**src/hw/rtl/sbt_pkg.sv**
```systemverilog
// shared types, constants and byte classification for the source byte tokenizer
`default_nettype none

package sbt_pkg;

    localparam int POS_W_DEFAULT   = 16;
    localparam int QUEUE_DEPTH_DEF = 4;

    localparam logic [7:0] CH_NUL   = 8'h00;
    localparam logic [7:0] CH_LF    = 8'h0A;
    localparam logic [7:0] CH_TAB   = 8'h09;
    localparam logic [7:0] CH_CR    = 8'h0D;
    localparam logic [7:0] CH_SPACE = 8'h20;
    localparam logic [7:0] CH_SLASH = 8'h2F;
    localparam logic [7:0] CH_UNDER = 8'h5F;

    localparam logic [7:0] UTF_HI_BIT  = 8'h80;
    localparam logic [7:0] UTF_MASK2   = 8'hE0;
    localparam logic [7:0] UTF_LEAD2   = 8'hC0;
    localparam logic [7:0] UTF_MASK3   = 8'hF0;
    localparam logic [7:0] UTF_LEAD3   = 8'hE0;
    localparam logic [7:0] UTF_MASK4   = 8'hF8;
    localparam logic [7:0] UTF_LEAD4   = 8'hF0;

    typedef enum logic [2:0] {
        KIND_IDENT  = 3'd0,
        KIND_NUMBER = 3'd1,
        KIND_GLYPH  = 3'd2,
        KIND_PUNCT  = 3'd3,
        KIND_END    = 3'd4
    } kind_t;

    typedef enum logic [2:0] {
        MODE_IDLE,
        MODE_IDENT,
        MODE_NUMBER,
        MODE_SLASH,
        MODE_COMMENT,
        MODE_SKIP,
        MODE_DROP
    } mode_t;

    typedef struct packed {
        logic        last_of_text;
        logic [15:0] token_total;
        logic        overflow;
        logic [15:0] line_number;
        logic [15:0] token_length;
        logic [15:0] start_offset;
        logic [2:0]  token_kind;
    } tok_t;

    function automatic logic is_letter(input logic [7:0] c);
        return c inside {[8'h61:8'h7A], [8'h41:8'h5A], CH_UNDER};
    endfunction

    function automatic logic is_numeral(input logic [7:0] c);
        return c inside {[8'h30:8'h39]};
    endfunction

    function automatic logic [2:0] lead_len(input logic [7:0] c);
        logic [2:0] n;
        if ((c & UTF_HI_BIT) == 8'h00)
            n = 3'd1;
        else if ((c & UTF_MASK2) == UTF_LEAD2)
            n = 3'd2;
        else if ((c & UTF_MASK3) == UTF_LEAD3)
            n = 3'd3;
        else if ((c & UTF_MASK4) == UTF_LEAD4)
            n = 3'd4;
        else
            n = 3'd1;
        return n;
    endfunction

endpackage

`default_nettype wire

```
**src/hw/rtl/source_byte_tokenizer.sv**
```systemverilog
// source byte tokenizer: top level with scanner state and result queue
//
// usage: one source byte per item on the s_* channel, byte zero ends a text.
// tokens come out on the m_* channel: tdata carries kind, start offset, length,
// line and running token count, tuser flags an overflow item, tlast marks the
// last item of a text (end token or overflow).
// token_capacity is written over the apb port at address 0; the user must write
// it only while the block idles, which the block itself does not enforce.
// throughput: one byte per cycle; a byte that closes a pending token and is a
// token itself gives two items, drained one per cycle through a four-entry queue.
// s_tready is high whenever the queue has room for two items, so a stalled
// receiver holds off the sender after the queue fills; nothing is lost.
// reset clears the scanner to the start of a text, empties the queue and sets
// token_capacity to 65535; after an end byte the scanner restarts on its own.
`default_nettype none

module source_byte_tokenizer #(
    parameter int POS_W       = sbt_pkg::POS_W_DEFAULT,
    parameter int QUEUE_DEPTH = sbt_pkg::QUEUE_DEPTH_DEF
) (
    input  wire         clk,
    input  wire         rst_n,
    input  wire         s_tvalid,
    output logic        s_tready,
    input  wire [7:0]   s_tdata,     // byte_value
    output logic        m_tvalid,
    input  wire         m_tready,
    // token_kind[2:0], start_offset[18:3], token_length[34:19],
    // line_number[50:35], token_total[66:51], zero pad[71:67]
    output logic [71:0] m_tdata,
    output logic [0:0]  m_tuser,     // overflow
    output logic        m_tlast,     // last_of_text
    input  wire         psel,
    input  wire         penable,
    input  wire         pwrite,
    input  wire [2:0]   paddr,
    input  wire [31:0]  pwdata,
    output logic [31:0] prdata,
    output logic        pready
);
    import sbt_pkg::*;

    logic [15:0]      cap_reg;
    mode_t            mode_reg, mode_next;
    logic [POS_W-1:0] ps_reg, ps_next;
    logic [POS_W-1:0] pl_reg, pl_next;
    logic [POS_W-1:0] pos_reg, pos_next;
    logic [POS_W-1:0] line_reg, line_next;
    logic [15:0]      cnt_reg, cnt_next;
    logic [1:0]       skip_reg, skip_next;

    logic             accept;
    logic             room2;
    logic [7:0]       c;
    logic             fall;
    logic             restart;
    logic             e1_valid, e2_valid;
    logic             ok1, ok2;
    logic [15:0]      cnt1, cnt2;
    tok_t             e1, e2, push0, push1;
    logic [1:0]       push_cnt;
    logic [2:0]       glen;
    logic [POS_W-1:0] pos_inc;
    tok_t             q_item;

    function automatic logic [POS_W-1:0] inc_sat(input logic [POS_W-1:0] v);
        return (v == '1) ? v : v + POS_W'(1);
    endfunction

    function automatic logic [15:0] clamp16(input logic [POS_W-1:0] v);
        return (POS_W > 16 && (v >> 16) != '0) ? 16'hFFFF : 16'(v);
    endfunction

    assign pready   = 1'b1;
    assign prdata   = (paddr[2] == 1'b0) ? {16'h0000, cap_reg} : 32'h0;
    assign s_tready = room2;
    assign accept   = s_tvalid && s_tready;
    assign c        = s_tdata;
    assign pos_inc  = inc_sat(pos_reg);
    assign glen     = lead_len(c);

    always_ff @(posedge clk or negedge rst_n)
    begin
        if (!rst_n)
            cap_reg <= 16'hFFFF;
        else if (psel && penable && pwrite && pready && paddr[2] == 1'b0)
            cap_reg <= pwdata[15:0];
    end

    always_comb
    begin
        mode_next = mode_reg;
        ps_next   = ps_reg;
        pl_next   = pl_reg;
        pos_next  = pos_reg;
        line_next = line_reg;
        skip_next = skip_reg;
        fall      = 1'b0;
        restart   = 1'b0;
        e1_valid  = 1'b0;
        e2_valid  = 1'b0;
        ok1       = (cnt_reg < cap_reg);
        e1        = '0;
        e2        = '0;
        e1.line_number = clamp16(line_reg);
        e2.line_number = clamp16(line_reg);
        e2.start_offset = clamp16(pos_reg);

        if (accept)
        begin
            case (mode_reg)
                MODE_DROP:
                begin
                    if (c == CH_NUL)
                        restart = 1'b1;
                    else
                        pos_next = pos_inc;
                end
                MODE_SKIP:
                begin
                    if (c != CH_NUL)
                    begin
                        skip_next = skip_reg - 2'd1;
                        if (skip_reg == 2'd1)
                            mode_next = MODE_IDLE;
                        pos_next = pos_inc;
                    end
                    else
                    begin
                        skip_next = 2'd0;
                        mode_next = MODE_IDLE;
                        fall      = 1'b1;
                    end
                end
                MODE_COMMENT:
                begin
                    if (c != CH_NUL && c != CH_LF)
                        pos_next = pos_inc;
                    else
                    begin
                        mode_next = MODE_IDLE;
                        fall      = 1'b1;
                    end
                end
                MODE_IDENT, MODE_NUMBER, MODE_SLASH:
                begin
                    if (mode_reg == MODE_SLASH && c == CH_SLASH)
                    begin
                        mode_next = MODE_COMMENT;
                        pos_next  = pos_inc;
                    end
                    else if ((mode_reg == MODE_IDENT && (is_letter(c) || is_numeral(c)))
                             || (mode_reg == MODE_NUMBER && is_numeral(c)))
                    begin
                        pl_next  = inc_sat(pl_reg);
                        pos_next = pos_inc;
                    end
                    else
                    begin
                        e1_valid        = 1'b1;
                        e1.start_offset = clamp16(ps_reg);
                        case (mode_reg)
                            MODE_IDENT:
                            begin
                                e1.token_kind   = KIND_IDENT;
                                e1.token_length = clamp16(pl_reg);
                            end
                            MODE_NUMBER:
                            begin
                                e1.token_kind   = KIND_NUMBER;
                                e1.token_length = clamp16(pl_reg);
                            end
                            default:
                            begin
                                e1.token_kind   = KIND_PUNCT;
                                e1.token_length = 16'd1;
                            end
                        endcase
                        if (!ok1)
                        begin
                            mode_next = MODE_DROP;
                            if (c == CH_NUL)
                                restart = 1'b1;
                            else
                                pos_next = pos_inc;
                        end
                        else
                        begin
                            mode_next = MODE_IDLE;
                            fall      = 1'b1;
                        end
                    end
                end
                default:
                begin
                    mode_next = MODE_IDLE;
                    fall      = 1'b1;
                end
            endcase
        end

        cnt1 = (e1_valid && ok1) ? cnt_reg + 16'd1 : cnt_reg;
        ok2  = (cnt1 < cap_reg);
        e1.overflow     = !ok1;
        e1.token_total  = cnt1;
        e1.last_of_text = !ok1;

        if (fall)
        begin
            pos_next = pos_inc;
            if (c == CH_NUL)
            begin
                e2_valid        = 1'b1;
                e2.token_kind   = KIND_END;
                e2.token_length = 16'd0;
                restart         = 1'b1;
            end
            else if (c == CH_LF)
                line_next = inc_sat(line_reg);
            else if (c == CH_SPACE || c == CH_TAB || c == CH_CR)
                pos_next = pos_inc;
            else if (c == CH_SLASH || is_letter(c) || is_numeral(c))
            begin
                mode_next = (c == CH_SLASH) ? MODE_SLASH
                          : (is_letter(c) ? MODE_IDENT : MODE_NUMBER);
                ps_next   = pos_reg;
                pl_next   = POS_W'(1);
            end
            else
            begin
                e2_valid        = 1'b1;
                e2.token_kind   = c[7] ? KIND_GLYPH : KIND_PUNCT;
                e2.token_length = 16'(glen);
                if (!ok2)
                    mode_next = MODE_DROP;
                else if (glen > 3'd1)
                begin
                    mode_next = MODE_SKIP;
                    skip_next = 2'(glen - 3'd1);
                end
            end
        end

        cnt2 = (e2_valid && ok2) ? cnt1 + 16'd1 : cnt1;
        e2.overflow     = !ok2;
        e2.token_total  = cnt2;
        e2.last_of_text = (e2.token_kind == KIND_END) || !ok2;
        cnt_next = cnt2;

        if (restart)
        begin
            mode_next = MODE_IDLE;
            ps_next   = '0;
            pl_next   = '0;
            pos_next  = '0;
            line_next = POS_W'(1);
            cnt_next  = 16'd0;
            skip_next = 2'd0;
        end

        if (e1_valid)
        begin
            push0    = e1;
            push1    = e2;
            push_cnt = e2_valid ? 2'd2 : 2'd1;
        end
        else
        begin
            push0    = e2;
            push1    = e2;
            push_cnt = e2_valid ? 2'd1 : 2'd0;
        end
    end

    always_ff @(posedge clk or negedge rst_n)
    begin
        if (!rst_n)
        begin
            mode_reg <= MODE_IDLE;
            ps_reg   <= '0;
            pl_reg   <= '0;
            pos_reg  <= '0;
            line_reg <= POS_W'(1);
            cnt_reg  <= 16'd0;
            skip_reg <= 2'd0;
        end
        else
        begin
            mode_reg <= mode_next;
            ps_reg   <= ps_next;
            pl_reg   <= pl_next;
            pos_reg  <= pos_next;
            line_reg <= line_next;
            cnt_reg  <= cnt_next;
            skip_reg <= skip_next;
        end
    end

    sbt_out_queue #(
        .DEPTH (QUEUE_DEPTH)
    ) u_queue (
        .clk       (clk),
        .rst_n     (rst_n),
        .push_cnt  (push_cnt),
        .push0     (push0),
        .push1     (push1),
        .room2     (room2),
        .out_valid (m_tvalid),
        .out_ready (m_tready),
        .out_item  (q_item)
    );

    assign m_tdata = {5'b00000, q_item.token_total, q_item.line_number,
                      q_item.token_length, q_item.start_offset, q_item.token_kind};
    assign m_tuser = q_item.overflow;
    assign m_tlast = q_item.last_of_text;

endmodule

`default_nettype wire

```
**src/hw/rtl/sbt_out_queue.sv**
```systemverilog
// small result queue taking up to two items per cycle, giving one per cycle while out_ready is high
`default_nettype none

module sbt_out_queue #(
    parameter int DEPTH = sbt_pkg::QUEUE_DEPTH_DEF
) (
    input  wire               clk,
    input  wire               rst_n,
    input  wire [1:0]         push_cnt,
    input  sbt_pkg::tok_t     push0,
    input  sbt_pkg::tok_t     push1,
    output logic              room2,
    output logic              out_valid,
    input  wire               out_ready,
    output sbt_pkg::tok_t     out_item
);
    import sbt_pkg::*;

    localparam int PTR_W = $clog2(DEPTH);
    localparam int CNT_W = $clog2(DEPTH + 1);

    tok_t               slot_reg [DEPTH];
    logic [PTR_W-1:0]   wr_ptr_reg, wr_ptr_next;
    logic [PTR_W-1:0]   rd_ptr_reg, rd_ptr_next;
    logic [CNT_W-1:0]   cnt_reg, cnt_next;
    logic               pop;
    logic [PTR_W-1:0]   wr_ptr_p1;

    // pointer advance with wrap at the queue depth
    function automatic logic [PTR_W-1:0] ptr_add(input logic [PTR_W-1:0] p,
                                                 input logic [1:0] n);
        logic [PTR_W:0] s;
        s = {1'b0, p} + (PTR_W+1)'(n);
        if (s >= (PTR_W+1)'(DEPTH))
            s = s - (PTR_W+1)'(DEPTH);
        return s[PTR_W-1:0];
    endfunction

    assign out_valid = (cnt_reg != '0);
    assign out_item  = slot_reg[rd_ptr_reg];
    assign room2     = (cnt_reg <= CNT_W'(DEPTH - 2));
    assign pop       = out_valid && out_ready;
    assign wr_ptr_p1 = ptr_add(wr_ptr_reg, 2'd1);

    always_comb
    begin
        wr_ptr_next = ptr_add(wr_ptr_reg, push_cnt);
        rd_ptr_next = pop ? ptr_add(rd_ptr_reg, 2'd1) : rd_ptr_reg;
        cnt_next    = cnt_reg + CNT_W'(push_cnt) - CNT_W'(pop);
    end

    always_ff @(posedge clk)
    begin
        if (push_cnt != 2'd0)
            slot_reg[wr_ptr_reg] <= push0;
        if (push_cnt == 2'd2)
            slot_reg[wr_ptr_p1] <= push1;
    end

    always_ff @(posedge clk or negedge rst_n)
    begin
        if (!rst_n)
        begin
            wr_ptr_reg <= '0;
            rd_ptr_reg <= '0;
            cnt_reg    <= '0;
        end
        else
        begin
            wr_ptr_reg <= wr_ptr_next;
            rd_ptr_reg <= rd_ptr_next;
            cnt_reg    <= cnt_next;
        end
    end

endmodule

`default_nettype wire

```
**config.mk**
```make
export PLATFORM = sky130hd
export DESIGN_NAME = source_byte_tokenizer
export DESIGN_NICKNAME = d
export VERILOG_FILES = /design/src/hw/rtl/sbt_pkg.sv /design/src/hw/rtl/source_byte_tokenizer.sv /design/src/hw/rtl/sbt_out_queue.sv
export SDC_FILE = /design/constraint.sdc
export NUM_CORES = 1
export LEC_CHECK = 0
export BUFFER_PORTS_ARGS = -buffer_cell sky130_fd_sc_hd__buf_2
export CAP_MARGIN = 20
export CELL_PAD_IN_SITES_DETAIL_PLACEMENT = 1
export CELL_PAD_IN_SITES_GLOBAL_PLACEMENT = 1
export CORE_MARGIN = 2
export CORE_UTILIZATION = 49
export CTS_BUF_LIST = sky130_fd_sc_hd__clkbuf_8 sky130_fd_sc_hd__clkbuf_16
export DETAILED_ROUTE_END_ITERATION = 12
export GPL_TIMING_DRIVEN = 0
export PLACE_DENSITY = 0.85
export SYNTH_ARGS = -nofsm -noshare
export SYNTH_HDL_FRONTEND = slang
export SYNTH_SLANG_ARGS = --single-unit
```
**constraint.sdc**
```tcl
create_clock -name clk -period 7.91 [get_ports clk]
set_input_delay 0 -clock clk [delete_from_list [all_inputs] [get_ports clk]]
set_output_delay 0 -clock clk [all_outputs]
set_load 0.05 [all_outputs]
```
==> flow_summary_export.csv <==
group,metric,value,unit
yosys,synth_edf_count,224,
cells_and_area,fin_util,57.9,%
clocking,cts_buffer_depth,3,
worst_setup_path,crit_fanout,10,
run_status,outcome,"finished, final reports clean",
clocking,cts_max_level,2,
clocking,insertion_delay,0.58,ns
route,wl_per_cell,26.8,µm
clocking,clkTransAtPathRegs,0.06,ns
sta,hold_viol,0,
clocking,cts_tree,"built",
sta,min_period,7.51,ns
worst_setup_path,rrSetupSlack,0.40,ns
worst_setup_path,path_class,"reg -> reg",
sta,worstMarginPinSlew,1.22,ns
power,clock_power_share,28.7,%
route,num_vias,16200,
worst_setup_path,max_stage_delay,0.62,ns
sta,rsz0062_at_grt,"no",
power,p_comb_share,37.1,%
worst_setup_path,critPathLaunch,"cap_reg[11]$_DFFE_PN1P_",
route,drt-initial-drc-count,1501,
sta,maxSlewViolCount,0,
worst_setup_path,reg2reg_from,"cap_reg[11]$_DFFE_PN1P_",
floorplanning,die_h,205,µm
worst_setup_path,arrival,7.86,ns
sta,slew_headroom,18.6,%
yosys,ys_seq_area_share,52.9,%
sta,fmax,133,MHz
worst_setup_path,end_kind,"flip-flop",
sta,finalSetupViolCount,0,
min_path,hold_path.class,"in -> reg",
power,switchingPower,0.00284,W
placed_design,port-buffer-count,115,
route,via_per_inst,6.44,
worst_setup_path,r2r_cells,21,
power,p_int,0.00424,W
yosys,ys_types,84,
yosys,syn_area,19800,µm²
worst_setup_path,crit_path_frequent_cell,"ha_1",
global_route,grt-ovfl-total,0,
cells_and_area,fin_nets,2043,
sta,fin_tns_setup,0,ns
sta,timing.hold.ws,0.0141,ns
floorplanning,start_util,49.8,%
floorplanning,num_rows,73,
yosys,yosys.area.top_type,"edfxtp_1",
yosys,yosys-top-cells-area,"edfxtp_1 (34%), dfrtp_1 (11%), mux4_2 (7.8%), dfxtp_1 (5.3%), a22o_1 (4.9%)",
placed_design,dpl_worst_slack,-0.421,ns
power,power.density,307,nW/µm²
power,netSwitchingFraction,40.1,%
clocking,cts_buffers,43,
clocking,cts-root-buf,"clkbuf_16",
cells_and_area,largest_reg_flops,276,
route,wl,67.1,mm
sta,setup_slack,0.399,ns
worst_setup_path,critPathSlowestCell,"nor4_4",
global_route,antenna_found_initial,1,
route,drtAntennaViolNets,0,
global_route,grt_pass1_wl,102,mm
worst_setup_path,endpoint,"u_queue.slot_reg[2][65]$_DFFE_PP_",
floorplanning,die_w,205,µm
global_route,grt_max_degree,80,
worst_setup_path,r2r_end,"u_queue.slot_reg[2][65]$_DFFE_PP_",
route,first_pass_iters,5,
run,maxCapViolCount,0,
yosys,ys_warn_count,0,
yosys,ys_seq_elements,384,
sta,clock_skew,0.0202,ns
route,post-route-drc-count,0,
yosys,synth_area_per_cell,11.4,µm²
power,peakVddDrop,0.154,mV
yosys,ys.flop_type,"edfxtp_1",
global_route,grt_util_all_layers,32.2,%
worst_setup_path,cp-start-kind,"flip-flop",
cells_and_area,drive_gt1_share,18.4,%
cells_and_area,area_delta_synth_final,16.4,%
sta,period_share,95.0,%
placed_design,dp_hpwl,45.7,mm
global_route,grt_pass1_vias,16900,
floorplanning,dieArea,42100,µm²
cells_and_area,n_antenna_cell,0,
yosys,yosysTopAreaCellShare,33.9,%
clocking,clock-sinks,384,
yosys,syn_inst,1734,
cells_and_area,fillCellCount,4172,
worst_setup_path,worstPathCellList,"inv_1 > ha_1 > nand4_1 > or2_2 > o311ai_1 > clkbuf_2 > o21a_1 > or2_0 > clkbuf_1 > ha_1 > and3_1 > a221o_1 > a221oi_1 > nand2_1 > nor4b_1 > a211oi_2 > nor4_4 > and2_1 > buf_4 > a21oi_1 > a311oi_1",
floorplanning,io_pins,159,
power,cellLeakagePower,8.90,nW
power,seqPwrFrac,34.2,%
placed_design,routabilityCongestion,0.933,
worst_setup_path,cp.required,8.26,ns
floorplanning,coreArea,39800,µm²
yosys,synthArstFlopShare,28.1,%
cells in the final DEF, fill, tap and decap left out, types with 42 or more instances in the layout:
cell       synthesis  final
inv_1             45     50
nand2_1          121    121
nor2_1           133    133
mux4_2            69     69
o21ai_0           77     77
clkbuf_1         104     97
clkbuf_16          0     43
buf_2              5    119
dfrtp_1           91     91
a21oi_1          104    103
edfxtp_1         224    224
dfxtp_1           52     52
ha_1              42     42
and2_1            72     72
nand3_1           45     45
a22o_1           112    112
power groups by stage:
stage / sequential [W] / clock (W) / combinational (W)
finish: 0.00242 / 0.00203 / 0.00262
global route: 0.00244 / 0.00212 / 0.00276
CTS: 0.00242 / 0.00205 / 0.00260
detailed placement: 0.00245 / 0 / 0.00257
global placement: 0.00245 / 0 / 0.00248
floorplan: 0.00243 / 0 / 0.00183
cells by family after synthesis:
group | synth area share (%)
other | 0.0379
AND/OR/NAND/NOR | 13.5
adder cells (fa/ha/maj) | 2.75
XOR/XNOR | 2.43
flip-flops | 52.9
buffers and inverters | 4.27
AO/OA/AOI/OAI | 15.1
multiplexers | 9.00
repair_timing:
| action | in CTS | in global routing |
|---|---|---|
| hold endpoints to repair | 114 | 0 |
| resized for setup | 3 | 11 |
| setup buffers | 0 | 4 |
| pin swaps | 0 | 3 |
| endpoints found under the setup margin | 47 | 68 |
| hold buffers | 27 | 0 |
final cells by class:
cell class | count | area, µm² | share of cell area [%]
Sequential cell | 384 | 10500 | 45.5
Timing Repair Buffer | 151 | 1040 | 4.52
Tap cell | 525 | 657 | 2.85
Clock buffer | 51 | 1190 | 5.14
Clock inverter | 26 | 220 | 0.954
Buffer | 149 | 687 | 2.98
Inverter | 47 | 179 | 0.775
Multi-Input combinational cell | 1174 | 8610 | 37.3
metrics by stage:
stage / total power [W] / std cells / instance area, µm²
after floorplan: 0.00426 / 1754 / 19900
after global placement: 0.00493 / 2394 / 21100
after detailed placement: 0.00502 / 2399 / 21300
after CTS: 0.00706 / 2503 / 23000
after global routing: 0.00732 / 2507 / 23100
final: 0.00708 / 2507 / 23100
critical path, delay by kind of cell (launching register included):
kind            cells  cell delay (ns)
fa+ha+maj           2             0.66
compound gates      7             2.41
buf+inv             4             1.16
simple gates        8             2.50
flops               1             0.53
synth_stat cells (all sizes together) (6+ instances only):
cell type	n
nand4	20
o21a	6
nand2b	6
a22o	112
mux4	69
buf	41
o22ai	36
nand2	121
and3	19
a21o	7
or2	6
xor2	21
edfxtp	224
nand3	45
mux2	17
nor2	133
dfxtp	52
nand3b	7
a211oi	24
nor3	35
a31oi	14
o21ai	78
a311oi	8
dfrtp	91
clkbuf	108
inv	47
a21oi	105
xnor2	34
ha	42
o31ai	14
nor4	9
and2	77
dfstp	17
or3	25
worst min path at each step:
stage	startpoint	endpoint	slack (ns)	cells past startpoint
CTS	s_tdata[6]	skip_reg[0]$_DFF_PN0_	0.005	5
detailed placement	rst_n	pl_reg[6]$_DFF_PN0_	-0.09	1
global placement	pwdata[4]	cap_reg[4]$_DFFE_PN1P_	0.23	2
floorplan	rst_n	cnt_reg[0]$_DFF_PN0_	-0.30	0
global route	pwrite	cap_reg[1]$_DFFE_PN1P_	0.08	3
finish	s_tdata[6]	skip_reg[0]$_DFF_PN0_	0.01	5
metal layers:
metal / routed length (µm) / up-vias / part of all wire [%] / global-route usage [%]
met4: 2470 / 0 / 3.7 / 13.2
met1: 26200 / 8173 / 39 / 41.6
met3: 5990 / 166 / 8.9 / 6.52
li1: - / 6941 / - / -
met2: 32400 / 877 / 48 / 53.2
met5: 0 / - / 0 / 0
Note: power is estimated with default switching activity, not from simulation.
